==> src/rtl/core/eint_pkg.sv <==
package eint_pkg;

	localparam int FRAC_BITS_DEF = 16;
	localparam int TIME_BITS_DEF = 32;

	localparam int LEVEL_W = 32;
	localparam int DELTA_W = 16;
	localparam int LEN_W   = 32;
	localparam int MODE_W  = 4;
	localparam int PDATA_W = 32;
	localparam int PADDR_W = 4;

	localparam logic FUNC_TICK  = 1'b0;
	localparam logic FUNC_START = 1'b1;

	typedef enum logic [MODE_W-1:0] {
		CURVE_LINEAR = 4'd0,
		QUAD_IN      = 4'd1,
		QUAD_OUT     = 4'd2,
		QUAD_INOUT   = 4'd3,
		QUAD_OUTIN   = 4'd4,
		CUBIC_IN     = 4'd5,
		CUBIC_OUT    = 4'd6,
		CUBIC_INOUT  = 4'd7,
		CUBIC_OUTIN  = 4'd8
	} curve_t;

	typedef enum logic [1:0] {
		REG_START  = 2'd0,
		REG_END    = 2'd1,
		REG_LENGTH = 2'd2,
		REG_CURVE  = 2'd3
	} reg_idx_t;

	// controller -> datapath
	typedef struct packed {
		logic start;
		logic accum;
		logic div_init;
		logic div_step;
		logic mul1;
		logic mul2;
		logic ease;
		logic scale;
		logic emit_prog;
		logic emit_done;
	} cmd_t;

	// datapath -> controller
	typedef struct packed {
		logic armed;
		logic reached;
		logic out_busy;
	} sts_t;

endpackage

==> src/rtl/core/eint_channels.sv <==
interface eint_req_if import eint_pkg::*; ();
	logic               valid;
	logic               ready;
	logic               func;
	logic [DELTA_W-1:0] delta_time;

	modport source(output valid, func, delta_time, input ready);
	modport sink(input valid, func, delta_time, output ready);
endinterface

interface eint_rsp_if import eint_pkg::*; ();
	logic                      valid;
	logic                      ready;
	logic signed [LEVEL_W-1:0] level;
	logic                      finished;

	modport source(output valid, level, finished, input ready);
	modport sink(input valid, level, finished, output ready);
endinterface

==> src/rtl/core/easing_interpolator.sv <==
// Channel   | Dir | Payload                         | Handshake
// ----------+-----+---------------------------------+--------------------------
// req       | in  | func, delta_time                | valid/ready
// rsp       | out | level (Q16.16), finished        | valid/ready
// APB       | in  | start/end level, length, curve  | psel/penable, pready = 1
//
// A start request or a tick while disarmed is accepted in IDLE, no result.
// An armed tick short of the length steps through CHECK, DIVIDE, MUL1, MUL2,
// EASE, SCALE and EMIT; its result is loaded into the output register as EMIT
// leaves. DIVIDE runs the one-bit-per-cycle divider. At completion CHECK goes
// to DONE, which emits the finished result. arst_n clears the sequencer and state.
// A finished result waiting on rsp does not block the next request; the
// sequencer only holds in its last state if a second result is ready first.
module easing_interpolator import eint_pkg::*; #(
	parameter int FRAC_BITS = FRAC_BITS_DEF,
	parameter int TIME_BITS = TIME_BITS_DEF
) (
	input  logic               clk,
	input  logic               arst_n,
	input  logic               psel,
	input  logic               penable,
	input  logic               pwrite,
	input  logic [PADDR_W-1:0] paddr,
	input  logic [PDATA_W-1:0] pwdata,
	output logic [PDATA_W-1:0] prdata,
	output logic               pready,
	eint_req_if.sink           req,
	eint_rsp_if.source         rsp
);

	// configuration registers
	logic signed [LEVEL_W-1:0] start_level_q;
	logic signed [LEVEL_W-1:0] end_level_q;
	logic [LEN_W-1:0]          ramp_length_q;
	logic [MODE_W-1:0]         curve_mode_q;

	logic     cfg_we;
	reg_idx_t cfg_idx;

	cmd_t cmd;
	sts_t sts;

	assign pready  = 1'b1;
	assign cfg_we  = psel & penable & pwrite;
	assign cfg_idx = reg_idx_t'(paddr[3:2]);

	// every write hits a register and stops a running ramp
	always_ff @(posedge clk or negedge arst_n) begin
		if (!arst_n) begin
			start_level_q <= '0;
			end_level_q   <= '0;
			ramp_length_q <= LEN_W'(1);
			curve_mode_q  <= '0;
		end else if (cfg_we) begin
			case (cfg_idx)
				REG_START:  start_level_q <= pwdata[LEVEL_W-1:0];
				REG_END:    end_level_q   <= pwdata[LEVEL_W-1:0];
				REG_LENGTH: ramp_length_q <= pwdata[LEN_W-1:0];
				REG_CURVE:  curve_mode_q  <= pwdata[MODE_W-1:0];
				default:    curve_mode_q  <= curve_mode_q;
			endcase
		end
	end

	always_comb begin
		case (cfg_idx)
			REG_START:  prdata = PDATA_W'(start_level_q);
			REG_END:    prdata = PDATA_W'(end_level_q);
			REG_LENGTH: prdata = PDATA_W'(ramp_length_q);
			REG_CURVE:  prdata = PDATA_W'(curve_mode_q);
			default:    prdata = '0;
		endcase
	end

	// sequencer: accept, check, divide, multiply, ease, scale, emit or done
	eint_ctrl #(
		.FRAC_BITS(FRAC_BITS)
	) u_ctrl (
		.clk      (clk),
		.arst_n   (arst_n),
		.req_valid(req.valid),
		.req_func (req.func),
		.req_ready(req.ready),
		.sts      (sts),
		.cmd      (cmd)
	);

	// time accumulator, divider, shared multiplier and result register
	eint_dp #(
		.FRAC_BITS(FRAC_BITS),
		.TIME_BITS(TIME_BITS)
	) u_dp (
		.clk         (clk),
		.arst_n      (arst_n),
		.cmd         (cmd),
		.sts         (sts),
		.cfg_write   (cfg_we),
		.delta_time  (req.delta_time),
		.start_level (start_level_q),
		.end_level   (end_level_q),
		.ramp_length (ramp_length_q),
		.curve_mode  (curve_mode_q),
		.out_ready   (rsp.ready),
		.out_valid   (rsp.valid),
		.out_level   (rsp.level),
		.out_finished(rsp.finished)
	);

endmodule

==> src/rtl/core/eint_ctrl.sv <==
module eint_ctrl import eint_pkg::*; #(
	parameter int FRAC_BITS = FRAC_BITS_DEF
) (
	input  logic clk,
	input  logic arst_n,
	input  logic req_valid,
	input  logic req_func,
	output logic req_ready,
	input  sts_t sts,
	output cmd_t cmd
);

	localparam int CW = $clog2(FRAC_BITS + 1);

	typedef enum logic [8:0] {
		ST_IDLE   = 9'b000000001,
		ST_CHECK  = 9'b000000010,
		ST_DIVIDE = 9'b000000100,
		ST_MUL1   = 9'b000001000,
		ST_MUL2   = 9'b000010000,
		ST_EASE   = 9'b000100000,
		ST_SCALE  = 9'b001000000,
		ST_EMIT   = 9'b010000000,
		ST_DONE   = 9'b100000000
	} state_t;

	state_t        state_q, state_nxt;
	logic [CW-1:0] cnt_q;
	logic          div_last;

	assign div_last = (cnt_q == CW'(FRAC_BITS - 1));

	always_comb begin
		cmd       = '0;
		req_ready = 1'b0;
		state_nxt = state_q;
		case (state_q)
			ST_IDLE: begin
				req_ready = 1'b1;
				if (req_valid) begin
					if (req_func == FUNC_START) begin
						cmd.start = 1'b1;
					end else if (sts.armed) begin
						cmd.accum = 1'b1;
						state_nxt = ST_CHECK;
					end
				end
			end
			ST_CHECK: begin
				if (sts.reached) begin
					state_nxt = ST_DONE;
				end else begin
					cmd.div_init = 1'b1;
					state_nxt    = ST_DIVIDE;
				end
			end
			ST_DIVIDE: begin
				cmd.div_step = 1'b1;
				if (div_last) begin
					state_nxt = ST_MUL1;
				end
			end
			ST_MUL1: begin
				cmd.mul1  = 1'b1;
				state_nxt = ST_MUL2;
			end
			ST_MUL2: begin
				cmd.mul2  = 1'b1;
				state_nxt = ST_EASE;
			end
			ST_EASE: begin
				cmd.ease  = 1'b1;
				state_nxt = ST_SCALE;
			end
			ST_SCALE: begin
				cmd.scale = 1'b1;
				state_nxt = ST_EMIT;
			end
			ST_EMIT: begin
				if (!sts.out_busy) begin
					cmd.emit_prog = 1'b1;
					state_nxt     = ST_IDLE;
				end
			end
			ST_DONE: begin
				if (!sts.out_busy) begin
					cmd.emit_done = 1'b1;
					state_nxt     = ST_IDLE;
				end
			end
			default: begin
				state_nxt = ST_IDLE;
			end
		endcase
	end

	always_ff @(posedge clk or negedge arst_n) begin
		if (!arst_n) begin
			state_q <= ST_IDLE;
			cnt_q   <= '0;
		end else begin
			state_q <= state_nxt;
			if (cmd.div_init) begin
				cnt_q <= '0;
			end else if (cmd.div_step) begin
				cnt_q <= cnt_q + CW'(1);
			end
		end
	end

endmodule

==> src/rtl/core/eint_dp.sv <==
module eint_dp import eint_pkg::*; #(
	parameter int FRAC_BITS = FRAC_BITS_DEF,
	parameter int TIME_BITS = TIME_BITS_DEF
) (
	input  logic                      clk,
	input  logic                      arst_n,
	input  cmd_t                      cmd,
	output sts_t                      sts,
	input  logic                      cfg_write,
	input  logic [DELTA_W-1:0]        delta_time,
	input  logic signed [LEVEL_W-1:0] start_level,
	input  logic signed [LEVEL_W-1:0] end_level,
	input  logic [LEN_W-1:0]          ramp_length,
	input  logic [MODE_W-1:0]         curve_mode,
	input  logic                      out_ready,
	output logic                      out_valid,
	output logic signed [LEVEL_W-1:0] out_level,
	output logic                      out_finished
);

	// fraction operand width: values below 4.0 in curve terms
	localparam int W  = FRAC_BITS + 2;
	localparam int EW = (TIME_BITS > LEN_W) ? TIME_BITS : LEN_W + 1;
	localparam int DW = LEN_W + 1;
	localparam int PW = DW + W;
	localparam int SW = LEVEL_W + 2;

	localparam logic [W-1:0] ONE     = W'(1) << FRAC_BITS;
	localparam logic [W-1:0] TWO_ONE = W'(2) << FRAC_BITS;

	localparam logic signed [SW-1:0] LVL_MAX = SW'({1'b0, {(LEVEL_W-1){1'b1}}});
	localparam logic signed [SW-1:0] LVL_MIN = -LVL_MAX - SW'(1);

	// state
	logic                      armed_q;
	logic [TIME_BITS-1:0]      elapsed_q;
	logic signed [LEVEL_W-1:0] last_level_q;
	logic                      out_valid_q;

	// working registers
	logic [LEN_W-1:0]          rem_q;
	logic [FRAC_BITS-1:0]      t_q;
	logic [W-1:0]              base_q, p1_q, p2_q;
	logic [FRAC_BITS:0]        e_q;
	logic signed [DW-1:0]      diff_q;
	logic signed [PW-1:0]      prod_q;
	logic signed [LEVEL_W-1:0] out_level_q;
	logic                      out_finished_q;

	logic [TIME_BITS:0]   el_sum;
	logic [TIME_BITS-1:0] el_next;
	logic [EW-1:0]        elapsed_x, length_x;
	logic [LEN_W:0]       r2, r_sub;
	logic                 q_bit;

	logic [W-1:0]   t_w, t2, a_hi, x_op, y_op, mul_a, mul_b, e_w;
	logic           low_half;
	logic [2*W-1:0] mul_p;

	logic signed [PW-1:0]      prod_sh;
	logic signed [SW-1:0]      lvl_sum;
	logic signed [LEVEL_W-1:0] lvl_sel;

	// saturating time accumulate
	assign el_sum  = {1'b0, elapsed_q} + (TIME_BITS+1)'(delta_time);
	assign el_next = el_sum[TIME_BITS] ? '1 : el_sum[TIME_BITS-1:0];

	assign elapsed_x = EW'(elapsed_q);
	assign length_x  = EW'(ramp_length);

	// restoring divider, one quotient bit per cycle
	assign r2    = {rem_q, 1'b0};
	assign r_sub = r2 - {1'b0, ramp_length};
	assign q_bit = (r2 >= {1'b0, ramp_length});

	// curve operands
	assign t_w      = W'(t_q);
	assign t2       = t_w << 1;
	assign a_hi     = t2 - ONE;
	assign low_half = ~t_q[FRAC_BITS-1];

	always_comb begin
		x_op = t_w;
		y_op = t_w;
		case (curve_t'(curve_mode))
			QUAD_OUT: begin
				y_op = TWO_ONE - t_w;
			end
			QUAD_INOUT: begin
				if (low_half) begin
					x_op = t2;
					y_op = t2;
				end else begin
					x_op = a_hi;
					y_op = TWO_ONE - a_hi;
				end
			end
			QUAD_OUTIN: begin
				if (low_half) begin
					x_op = t2;
					y_op = TWO_ONE - t2;
				end else begin
					x_op = a_hi;
					y_op = a_hi;
				end
			end
			CUBIC_OUT: begin
				x_op = ONE - t_w;
				y_op = ONE - t_w;
			end
			CUBIC_INOUT: begin
				x_op = low_half ? t2 : TWO_ONE - t2;
				y_op = x_op;
			end
			CUBIC_OUTIN: begin
				x_op = low_half ? ONE - t2 : a_hi;
				y_op = x_op;
			end
			default: begin
				x_op = t_w;
				y_op = t_w;
			end
		endcase
	end

	// one shared multiplier: x_op * y_op first, times x_op again on the second pass (cube)
	assign mul_a = cmd.mul2 ? p1_q : x_op;
	assign mul_b = cmd.mul2 ? base_q : y_op;
	assign mul_p = (2*W)'(mul_a) * (2*W)'(mul_b);

	always_comb begin
		case (curve_t'(curve_mode))
			CURVE_LINEAR: e_w = t_w;
			QUAD_IN:      e_w = p1_q;
			QUAD_OUT:     e_w = p1_q;
			QUAD_INOUT:   e_w = low_half ? (p1_q >> 1) : ((ONE + p1_q) >> 1);
			QUAD_OUTIN:   e_w = low_half ? (p1_q >> 1) : ((ONE + p1_q) >> 1);
			CUBIC_IN:     e_w = p2_q;
			CUBIC_OUT:    e_w = ONE - p2_q;
			CUBIC_INOUT:  e_w = low_half ? (p2_q >> 1) : (ONE - (p2_q >> 1));
			CUBIC_OUTIN:  e_w = low_half ? ((ONE - p2_q) >> 1) : ((ONE + p2_q) >> 1);
			default:      e_w = '0;
		endcase
	end

	// level = start + floor(diff * e / 2^F), saturated; zero for an unknown curve
	assign prod_sh = prod_q >>> FRAC_BITS;
	assign lvl_sum = SW'(start_level) + prod_sh[SW-1:0];

	always_comb begin
		if (curve_mode > MODE_W'(CUBIC_OUTIN)) begin
			lvl_sel = '0;
		end else if (lvl_sum > LVL_MAX) begin
			lvl_sel = LVL_MAX[LEVEL_W-1:0];
		end else if (lvl_sum < LVL_MIN) begin
			lvl_sel = LVL_MIN[LEVEL_W-1:0];
		end else begin
			lvl_sel = lvl_sum[LEVEL_W-1:0];
		end
	end

	always_ff @(posedge clk or negedge arst_n) begin
		if (!arst_n) begin
			armed_q      <= 1'b0;
			elapsed_q    <= '0;
			last_level_q <= '0;
			out_valid_q  <= 1'b0;
		end else begin
			if (cmd.start) begin
				armed_q   <= 1'b1;
				elapsed_q <= '0;
			end else if (cmd.accum) begin
				elapsed_q <= el_next;
			end
			if (cfg_write || cmd.emit_done) begin
				armed_q <= 1'b0;
			end
			if (cmd.emit_prog) begin
				last_level_q <= lvl_sel;
			end
			if (cmd.emit_prog || cmd.emit_done) begin
				out_valid_q <= 1'b1;
			end else if (out_ready) begin
				out_valid_q <= 1'b0;
			end
		end
	end

	always_ff @(posedge clk) begin
		if (cmd.div_init) begin
			rem_q <= elapsed_x[LEN_W-1:0];
			t_q   <= '0;
		end else if (cmd.div_step) begin
			rem_q <= q_bit ? r_sub[LEN_W-1:0] : r2[LEN_W-1:0];
			t_q   <= {t_q[FRAC_BITS-2:0], q_bit};
		end
		if (cmd.mul1) begin
			p1_q   <= mul_p[FRAC_BITS+W-1:FRAC_BITS];
			base_q <= x_op;
			diff_q <= DW'(end_level) - DW'(start_level);
		end
		if (cmd.mul2) begin
			p2_q <= mul_p[FRAC_BITS+W-1:FRAC_BITS];
		end
		if (cmd.ease) begin
			e_q <= e_w[FRAC_BITS:0];
		end
		if (cmd.scale) begin
			prod_q <= PW'(diff_q) * PW'($signed({1'b0, e_q}));
		end
		if (cmd.emit_prog) begin
			out_level_q    <= lvl_sel;
			out_finished_q <= 1'b0;
		end else if (cmd.emit_done) begin
			out_level_q    <= last_level_q;
			out_finished_q <= 1'b1;
		end
	end

	assign sts.armed    = armed_q;
	assign sts.reached  = (elapsed_x >= length_x);
	assign sts.out_busy = out_valid_q & ~out_ready;

	assign out_valid    = out_valid_q;
	assign out_level    = out_level_q;
	assign out_finished = out_finished_q;

endmodule

==> src/flat_wrapper.sv <==
// flat-port wrapper written by rule: the top's interface ports become plain ports
module easing_interpolator_flat import eint_pkg::*;
#(
	parameter int FRAC_BITS = FRAC_BITS_DEF,
	parameter int TIME_BITS = TIME_BITS_DEF
)
  (clk, arst_n, psel, penable, pwrite, paddr, pwdata, prdata, pready, req_valid, req_func, req_delta_time, req_ready, rsp_valid, rsp_level, rsp_finished, rsp_ready);
  eint_req_if req_i ();
  eint_rsp_if rsp_i ();
  input  logic clk;
  input  logic arst_n;
  input  logic psel;
  input  logic penable;
  input  logic pwrite;
  input  logic [PADDR_W-1:0] paddr;
  input  logic [PDATA_W-1:0] pwdata;
  output logic [PDATA_W-1:0] prdata;
  output logic pready;
  input wire logic [$bits(req_i.valid)-1:0] req_valid;
  input wire logic [$bits(req_i.func)-1:0] req_func;
  input wire logic [$bits(req_i.delta_time)-1:0] req_delta_time;
  output wire logic [$bits(req_i.ready)-1:0] req_ready;
  output wire logic [$bits(rsp_i.valid)-1:0] rsp_valid;
  output wire logic [$bits(rsp_i.level)-1:0] rsp_level;
  output wire logic [$bits(rsp_i.finished)-1:0] rsp_finished;
  input wire logic [$bits(rsp_i.ready)-1:0] rsp_ready;
  assign req_i.valid = req_valid;
  assign req_i.func = req_func;
  assign req_i.delta_time = req_delta_time;
  assign req_ready = req_i.ready;
  assign rsp_valid = rsp_i.valid;
  assign rsp_level = rsp_i.level;
  assign rsp_finished = rsp_i.finished;
  assign rsp_i.ready = rsp_ready;
  easing_interpolator #(.FRAC_BITS(FRAC_BITS), .TIME_BITS(TIME_BITS)) u_core (.clk(clk), .arst_n(arst_n), .psel(psel), .penable(penable), .pwrite(pwrite), .paddr(paddr), .pwdata(pwdata), .prdata(prdata), .pready(pready), .req(req_i), .rsp(rsp_i));
endmodule
==> config.mk <==
export PLATFORM = sky130hd
export DESIGN_NAME = easing_interpolator_flat
export DESIGN_NICKNAME = d
export VERILOG_FILES = /design/src/rtl/core/eint_pkg.sv /design/src/rtl/core/eint_channels.sv /design/src/rtl/core/easing_interpolator.sv /design/src/rtl/core/eint_ctrl.sv /design/src/rtl/core/eint_dp.sv /design/src/flat_wrapper.sv
export SDC_FILE = /design/constraint.sdc
export NUM_CORES = 2
export LEC_CHECK = 0
export BUFFER_PORTS_ARGS = -buffer_cell sky130_fd_sc_hd__buf_4
export CAP_MARGIN = 5
export CORE_MARGIN = 3
export CORE_UTILIZATION = 50
export DETAILED_ROUTE_END_ITERATION = 10
export PLACE_DENSITY = 0.77
export SLEW_MARGIN = 20
export SYNTH_ARGS = -nofsm -noshare
export SYNTH_HDL_FRONTEND = slang
export SYNTH_SLANG_ARGS = --single-unit
==> constraint.sdc <==
create_clock -name clk -period 11.6 [get_ports clk]
set_input_delay 0 -clock clk [delete_from_list [all_inputs] [get_ports clk]]
set_output_delay 0 -clock clk [all_outputs]
set_load 0.02 [all_outputs]
---- Yosys cells after proc, flatten, opt, wreduce, memory -nomap -nowiden ----
Index checks and enable logic that the tools add are counted.
W data, S select, Z words.
operators by class
  $add $sub $neg .......................... 15
  multipliers ............................. 2
  $lt $le $gt $ge ......................... 5
  equality and inequality tests ........... 26
  multiplexer cells ....................... 54
  bitwise gates (word level) .............. 4
  reduce and logical (&&, ||, !) cells .... 17
operators with widths
  cell                      number
  $mux W32                  11
  $pmux W32 S4              1
  $mux W18                  7
  $pmux W17 S7              1
  $pmux W18 S6              1
  $pmux W18 S4              1
  $pmux W9 S8               1
  $mux W9                   6
  $mux W17                  3
  $mul A33 B18 Y50          1
  $add A17 B18 Y18 const A  2
  $add A34 B34 Y34          1
  $gt A34 B32 Y1 const B    1
  $lt A34 B32 Y1 const B    1
  $mul A18 B18 Y34          1
  $add A32 B16 Y33          1
  $ge A33 B32 Y1            1
  $sub A32 B32 Y33          1
  $ge A32 B32 Y1            1
  $sub A32 B32 Y32          1
  $mux W1                   18
  $sub A17 B16 Y18 const A  1
  $sub A17 B17 Y18 const A  1
  $sub A17 B17 Y18 const B  1
  35 further kinds          58
storage, ports and cells
  register bits after elaboration ......... 415
  input bits .............................. 60
  word-level logic and storage cells ...... 143

---- Longest topological paths before layout ----
  depth in word-level cells ............... 6
  gate-level depth with buffers ........... 35

---- By module ----
A second synthesis with hierarchy kept.
unflattened totals
  cell total of the unflattened synthesis .. 5702
  area total of the unflattened synthesis .. 53825.4 sq um
modules (own cells, without submodules)
  module               times used  cells each  area each (sq um)  sequential area each (sq um)
  eint_dp              1           5293        48325.1            8057.7
  easing_interpolator  1           318         4623.2             2503.7
  eint_ctrl            1           91          877.1              351.6

---- Least setup slack after synthesis ----
Ideal clock, no wire load.
  path type ............................... flip-flop to flip-flop
  from .................................... register u_core.u_dp.t_q[1]
  to ...................................... register u_core.u_dp.p1_q[17], data pin
  arrival ................................. 7.992 ns
  path slack .............................. 3.344 ns
  cell stages (with the launch flop) ...... 35
  path buffers ............................ 3
  period minus slack after synthesis ...... 8.256 ns
  cell sequence ........................... dfxtp_1 > clkbuf_1 > inv_1 > ha_1 > or4b_4 > or3_1 > buf_2 > a41oi_1 > o221ai_1 > a21oi_1 > nor2_1 > o21ai_1 > mux2_4 > buf_4 > nand2_1 > fa_1 > inv_1 > fa_1 > inv_1 > fa_1 > inv_1 > fa_1 > fa_1 > inv_1 > fa_1 > inv_1 > ha_1 > a21o_1 > a21oi_1 > and3_1 > a211oi_1 > o211ai_1 > a31oi_1 > a311o_1 > xnor2_1
between the ends
  elaborated cells on any way between the ends .. 16
  those cells by class .................... 6 x add/sub; 1 x mul; 9 x mux
RTL lines
  element                                         RTL line        text
  from (decl)                                     eint_dp.sv:42   logic [FRAC_BITS-1:0] t_q;
  from (signal assigned)                          eint_dp.sv:195  t_q <= {t_q[FRAC_BITS-2:0], q_bit};
  $sub A18 B17 Y18, or another cell as far along  eint_dp.sv:112  x_op = low_half ? t2 : TWO_ONE - t2;
  $mux W18, on equally long branches              n/a
  $pmux W18 S4 (*)                                eint_dp.sv:85   case (curve_t'(curve_mode))
  via u_core.u_dp.x_op[11]                        eint_dp.sv:56   logic [W-1:0] t_w, t2, a_hi, x_op, y_op, mul_a, mul_b, e_w;
  $mux W18 (*)                                    eint_dp.sv:127  assign mul_a = cmd.mul2 ? p1_q : x_op;
  $mul A18 B18 Y34 (*)                            eint_dp.sv:129  assign mul_p = (2*W)'(mul_a) * (2*W)'(mul_b);
  via u_core.u_dp.mul_p[33]                       eint_dp.sv:58   logic [2*W-1:0] mul_p;
  to (signal assigned)                            eint_dp.sv:198  p1_q <= mul_p[FRAC_BITS+W-1:FRAC_BITS];
  to (decl)                                       eint_dp.sv:43   logic [W-1:0] base_q, p1_q, p2_q;
Mark *: on every way through the listed nets, which the timed path passes. The rest lies on a longest branch.
A chain may end at the register's enable or synchronous reset.

---- Worst setup path in the final report ----
  from .................................... register u_core.curve_mode_q[2]
  to ...................................... register u_core.u_dp.p2_q[17], data pin
between the ends
  cells in the longest elaborated chain, start to end .. 5
  elaborated cells on any way between the ends .. 12
  those cells by class .................... 1 x mul; 6 x eq/ne; 4 x mux; 1 x reduce/logical
ends and longest elaborated chain
  element                                       RTL line                   text
  from (decl)                                   easing_interpolator.sv:35  logic [MODE_W-1:0] curve_mode_q;
  from (signal assigned)                        easing_interpolator.sv:59  REG_CURVE: curve_mode_q <= pwdata[MODE_W-1:0];
  from (signal assigned)                        easing_interpolator.sv:60  default: curve_mode_q <= curve_mode_q;
  $eq A4 B3 Y1 or $eq A4 B2 Y1 (tied branches)  eint_dp.sv:85
  $reduce_or A2 Y1 (no source line)             n/a
  $pmux W18 S4                                  eint_dp.sv:85
  $mux W18                                      eint_dp.sv:127
  $mul A18 B18 Y34 (*)                          eint_dp.sv:129
  via u_core.u_dp.mul_p[33]                     eint_dp.sv:58
  to (signal assigned)                          eint_dp.sv:203             p2_q <= mul_p[FRAC_BITS+W-1:FRAC_BITS];
  to (decl)                                     eint_dp.sv:43
Marked as above.

==> metrics.yaml <==
ys_seq_area_share_pct: 20.27
fin_worst_skew_ns: 0.03545
nets: 7165
setup_viol: 0
irDropWorstVdd_uv: 109.2
detail-route-antenna-nets: 0
clock_latency_ns: 0.60
ff_latch_area_um2: 10910
fin_cells: 7381
syn_area_um2: 53840
grt_use_total_pct: 26.65
finalWorstSetupSlack_ns: 1.280
hold_buffers: 58
grt_first_pass_wirelength_um: 239100
cts_inserted_buffers: 43
grt_max_degree: 109
antenna_found_initial: 7
synth_seq_cells: 399
die_w_um: 334.1
final_area_um2: 58040
viasPerCell: 5.862
io_buffers: 124
arrival_ns: 10.65
dr.pass1.iters: 7
relSlewSlack_pct: 21.91
fin_hold_ws_ns: 0.03859
place_area_um2: 55960
tightest_slew_ns: 1.167
synth_nets: 7157
cpMostUsedCell: "fa_1"
grt_pass1_vias: 44560
fin_setup_tns_ns: 0
overflow: 0
syn-mean-instance-area_um2: 9.053
dpl.cell_count: 7243
multiInputGateArea_um2: 38090
dp_hpwl_um: 111400
fmax_mhz: 96.90
fillers: 9184
power_leakage_nw: 27.57
top_layer: "met5"
final_layout_size_suffix_gt1_share_pct: 6.430
routed_wl_um: 147400
synth_flop_cell: "edfxtp_1"
die_h_um: 334.1
drc: 0
hp-class: "input pin to asynchronous set/reset pin"
wl_met1_um: 58610
timing_worst_setup_path_type: "flip-flop to flip-flop"
power_density_nw_per_um2: 123.8
dpl_worst_slack_ns: 1.642
syn_inst: 5947
h-tree-depth: 2
slowest_delay_ns: 0.86
cts_tree: "yes"
syn2layout_area_growth_pct: 7.813
wire_per_inst_um: 19.97
final_cell_mix: "inv_1 (998), nand2_1 (912), fa_1 (786)"
cp_slowest_cell: "dfrtp_1"
max_cap_viol_count: 0
synth-edff-count: 202
drv_slew: 0
io_pins: 128
end_kind: "flip-flop"
root_buffer: "clkbuf_16"
cts_resized: 0
cp-start-kind: "flip-flop"
yosysWarnings: 0
met2WireLength_um: 69510
period_minus_slack_ns: 10.32
final_util_pct: 54.75
power.total_mw: 7.187
synth_cell_types: 100
rsz0062_at_grt: "no"
fin_crit_sh_pct: 88.96
critPathRequiredTime_ns: 11.93
num_rows: 119
vias: 43270
clock_path_buffers: 3
status: "finished clean"
cts_sinks: 399
final_common_cell: "inv_1"
gp_congestion: 0.9468
die_area_um2: 111700
path_max_fanout: 19
met3_length_um: 13230
cts_setup_buffers: 0
hold_violations: 0
async_flop_share_pct: 45.11
drt_iter0_markers: 3912
core_area_um2: 106000
start_util_pct: 50.78
clkSlewWorstSetupHoldPaths_ns: 0.06
==> metal layers <==
layer	vias to the layer above	global-route usage, %
met1	21630	35.29
met4	2	10.32
li1	19260	-
met3	397	4.543
met5	-	0
met2	1991	43.93
==> synth_stat cells, types with 131 or more instances <==
master    number  area, um^2
edfxtp_1     202        6066
nor2_1       278        1044
xnor2_1      131        1147
and2_1       283        1770
inv_1        998        3746
o21ai_0      260        1301
a21oi_1      187       935.9
fa_1         786       15740
clkbuf_1     240       900.9
dfrtp_1      178        4454
ha_1         364        4554
nand2_1      913        3427
==> state kept, by name, indices dropped and copies added, names as in the netlist <==
register	flops
u_core.start_level_q	32
u_core.u_dp.p2_q	18
u_core.u_dp.prod_q	34
u_core.u_dp.elapsed_q	32
u_core.u_dp.diff_q	33
u_core.u_dp.rem_q	32
u_core.u_dp.p1_q	18
u_core.u_dp.out_level	32
u_core.u_dp.out_finished	1
u_core.u_dp.out_valid	1
u_core.u_dp.t_q	16
u_core.u_ctrl.state_q	9
u_core.end_level_q	32
u_core.u_dp.base_q	18
u_core.u_dp.armed_q	1
u_core.ramp_length_q	32
u_core.curve_mode_q	4
u_core.u_ctrl.cnt_q	5
u_core.u_dp.e_q	17
u_core.u_dp.last_level_q	32
==> where the power goes <==
part	total (mW)	switching (mW)	internal [mW]
logic	3.80	2.37	1.43
registers	1.92	0.175	1.74
clock network	1.47	0.622	0.851
==> kinds of logic after synthesis <==
family / after synthesis / share of synthesized area (%)
AND/OR/NAND/NOR: 1857 / 16.01
buffers and inverters: 1289 / 9.140
adder cells (fa/ha/maj): 1150 / 37.69
AO/OA/AOI/OAI: 960 / 11.63
flip-flops: 399 / 20.27
XOR/XNOR: 188 / 3.058
multiplexers: 102 / 2.185
other: 2 / 0.01395
==> final cells by class <==
| cell class | instances | share of cell area (%) |
|---|---|---|
| clock inverters | 23 | 0.5023 |
| multi-input cells | 4259 | 65.62 |
| repair buffers | 254 | 3.546 |
| diodes | 2 | 0.008622 |
| inverters | 998 | 6.454 |
| clock buffers | 55 | 2.069 |
| well taps | 1391 | 2.998 |
| flip-flops and latches | 399 | 18.80 |
==> final timing paths <==
path,start,to,slack (ns),cells after the start
min reg2reg,u_core.u_ctrl.cnt_q[4]$_DFFE_PN0P_,u_core.u_ctrl.cnt_q[4]$_DFFE_PN0P_,0.50,2
max,u_core.curve_mode_q[2]$_DFFE_PN0P_,u_core.u_dp.p2_q[17]$_DFFE_PP_,1.28,27
max reg2reg,u_core.curve_mode_q[2]$_DFFE_PN0P_,u_core.u_dp.p2_q[17]$_DFFE_PP_,1.28,27
min,arst_n,u_core.u_dp.elapsed_q[13]$_DFFE_PN0P_,0.04,2
min in group clk,paddr[3],u_core.curve_mode_q[1]$_DFFE_PN0P_,0.11,4
max in group asynchronous,arst_n,u_core.u_dp.last_level_q[24]$_DFFE_PN0P_,9.99,3
==> critical path, delay by kind of cell, from the launching register on <==
kind                       cells  cell delay [ns]
AOI/OAI and AO/OA              8             3.49
adders and majority gates      7             3.35
and+or+nand+nor                6             1.92
DFF                            1             0.86
buffers and inverters          5             0.30
xor gates and xnor gates       1             0.08
Note: power is estimated with default switching activity, not from simulation.
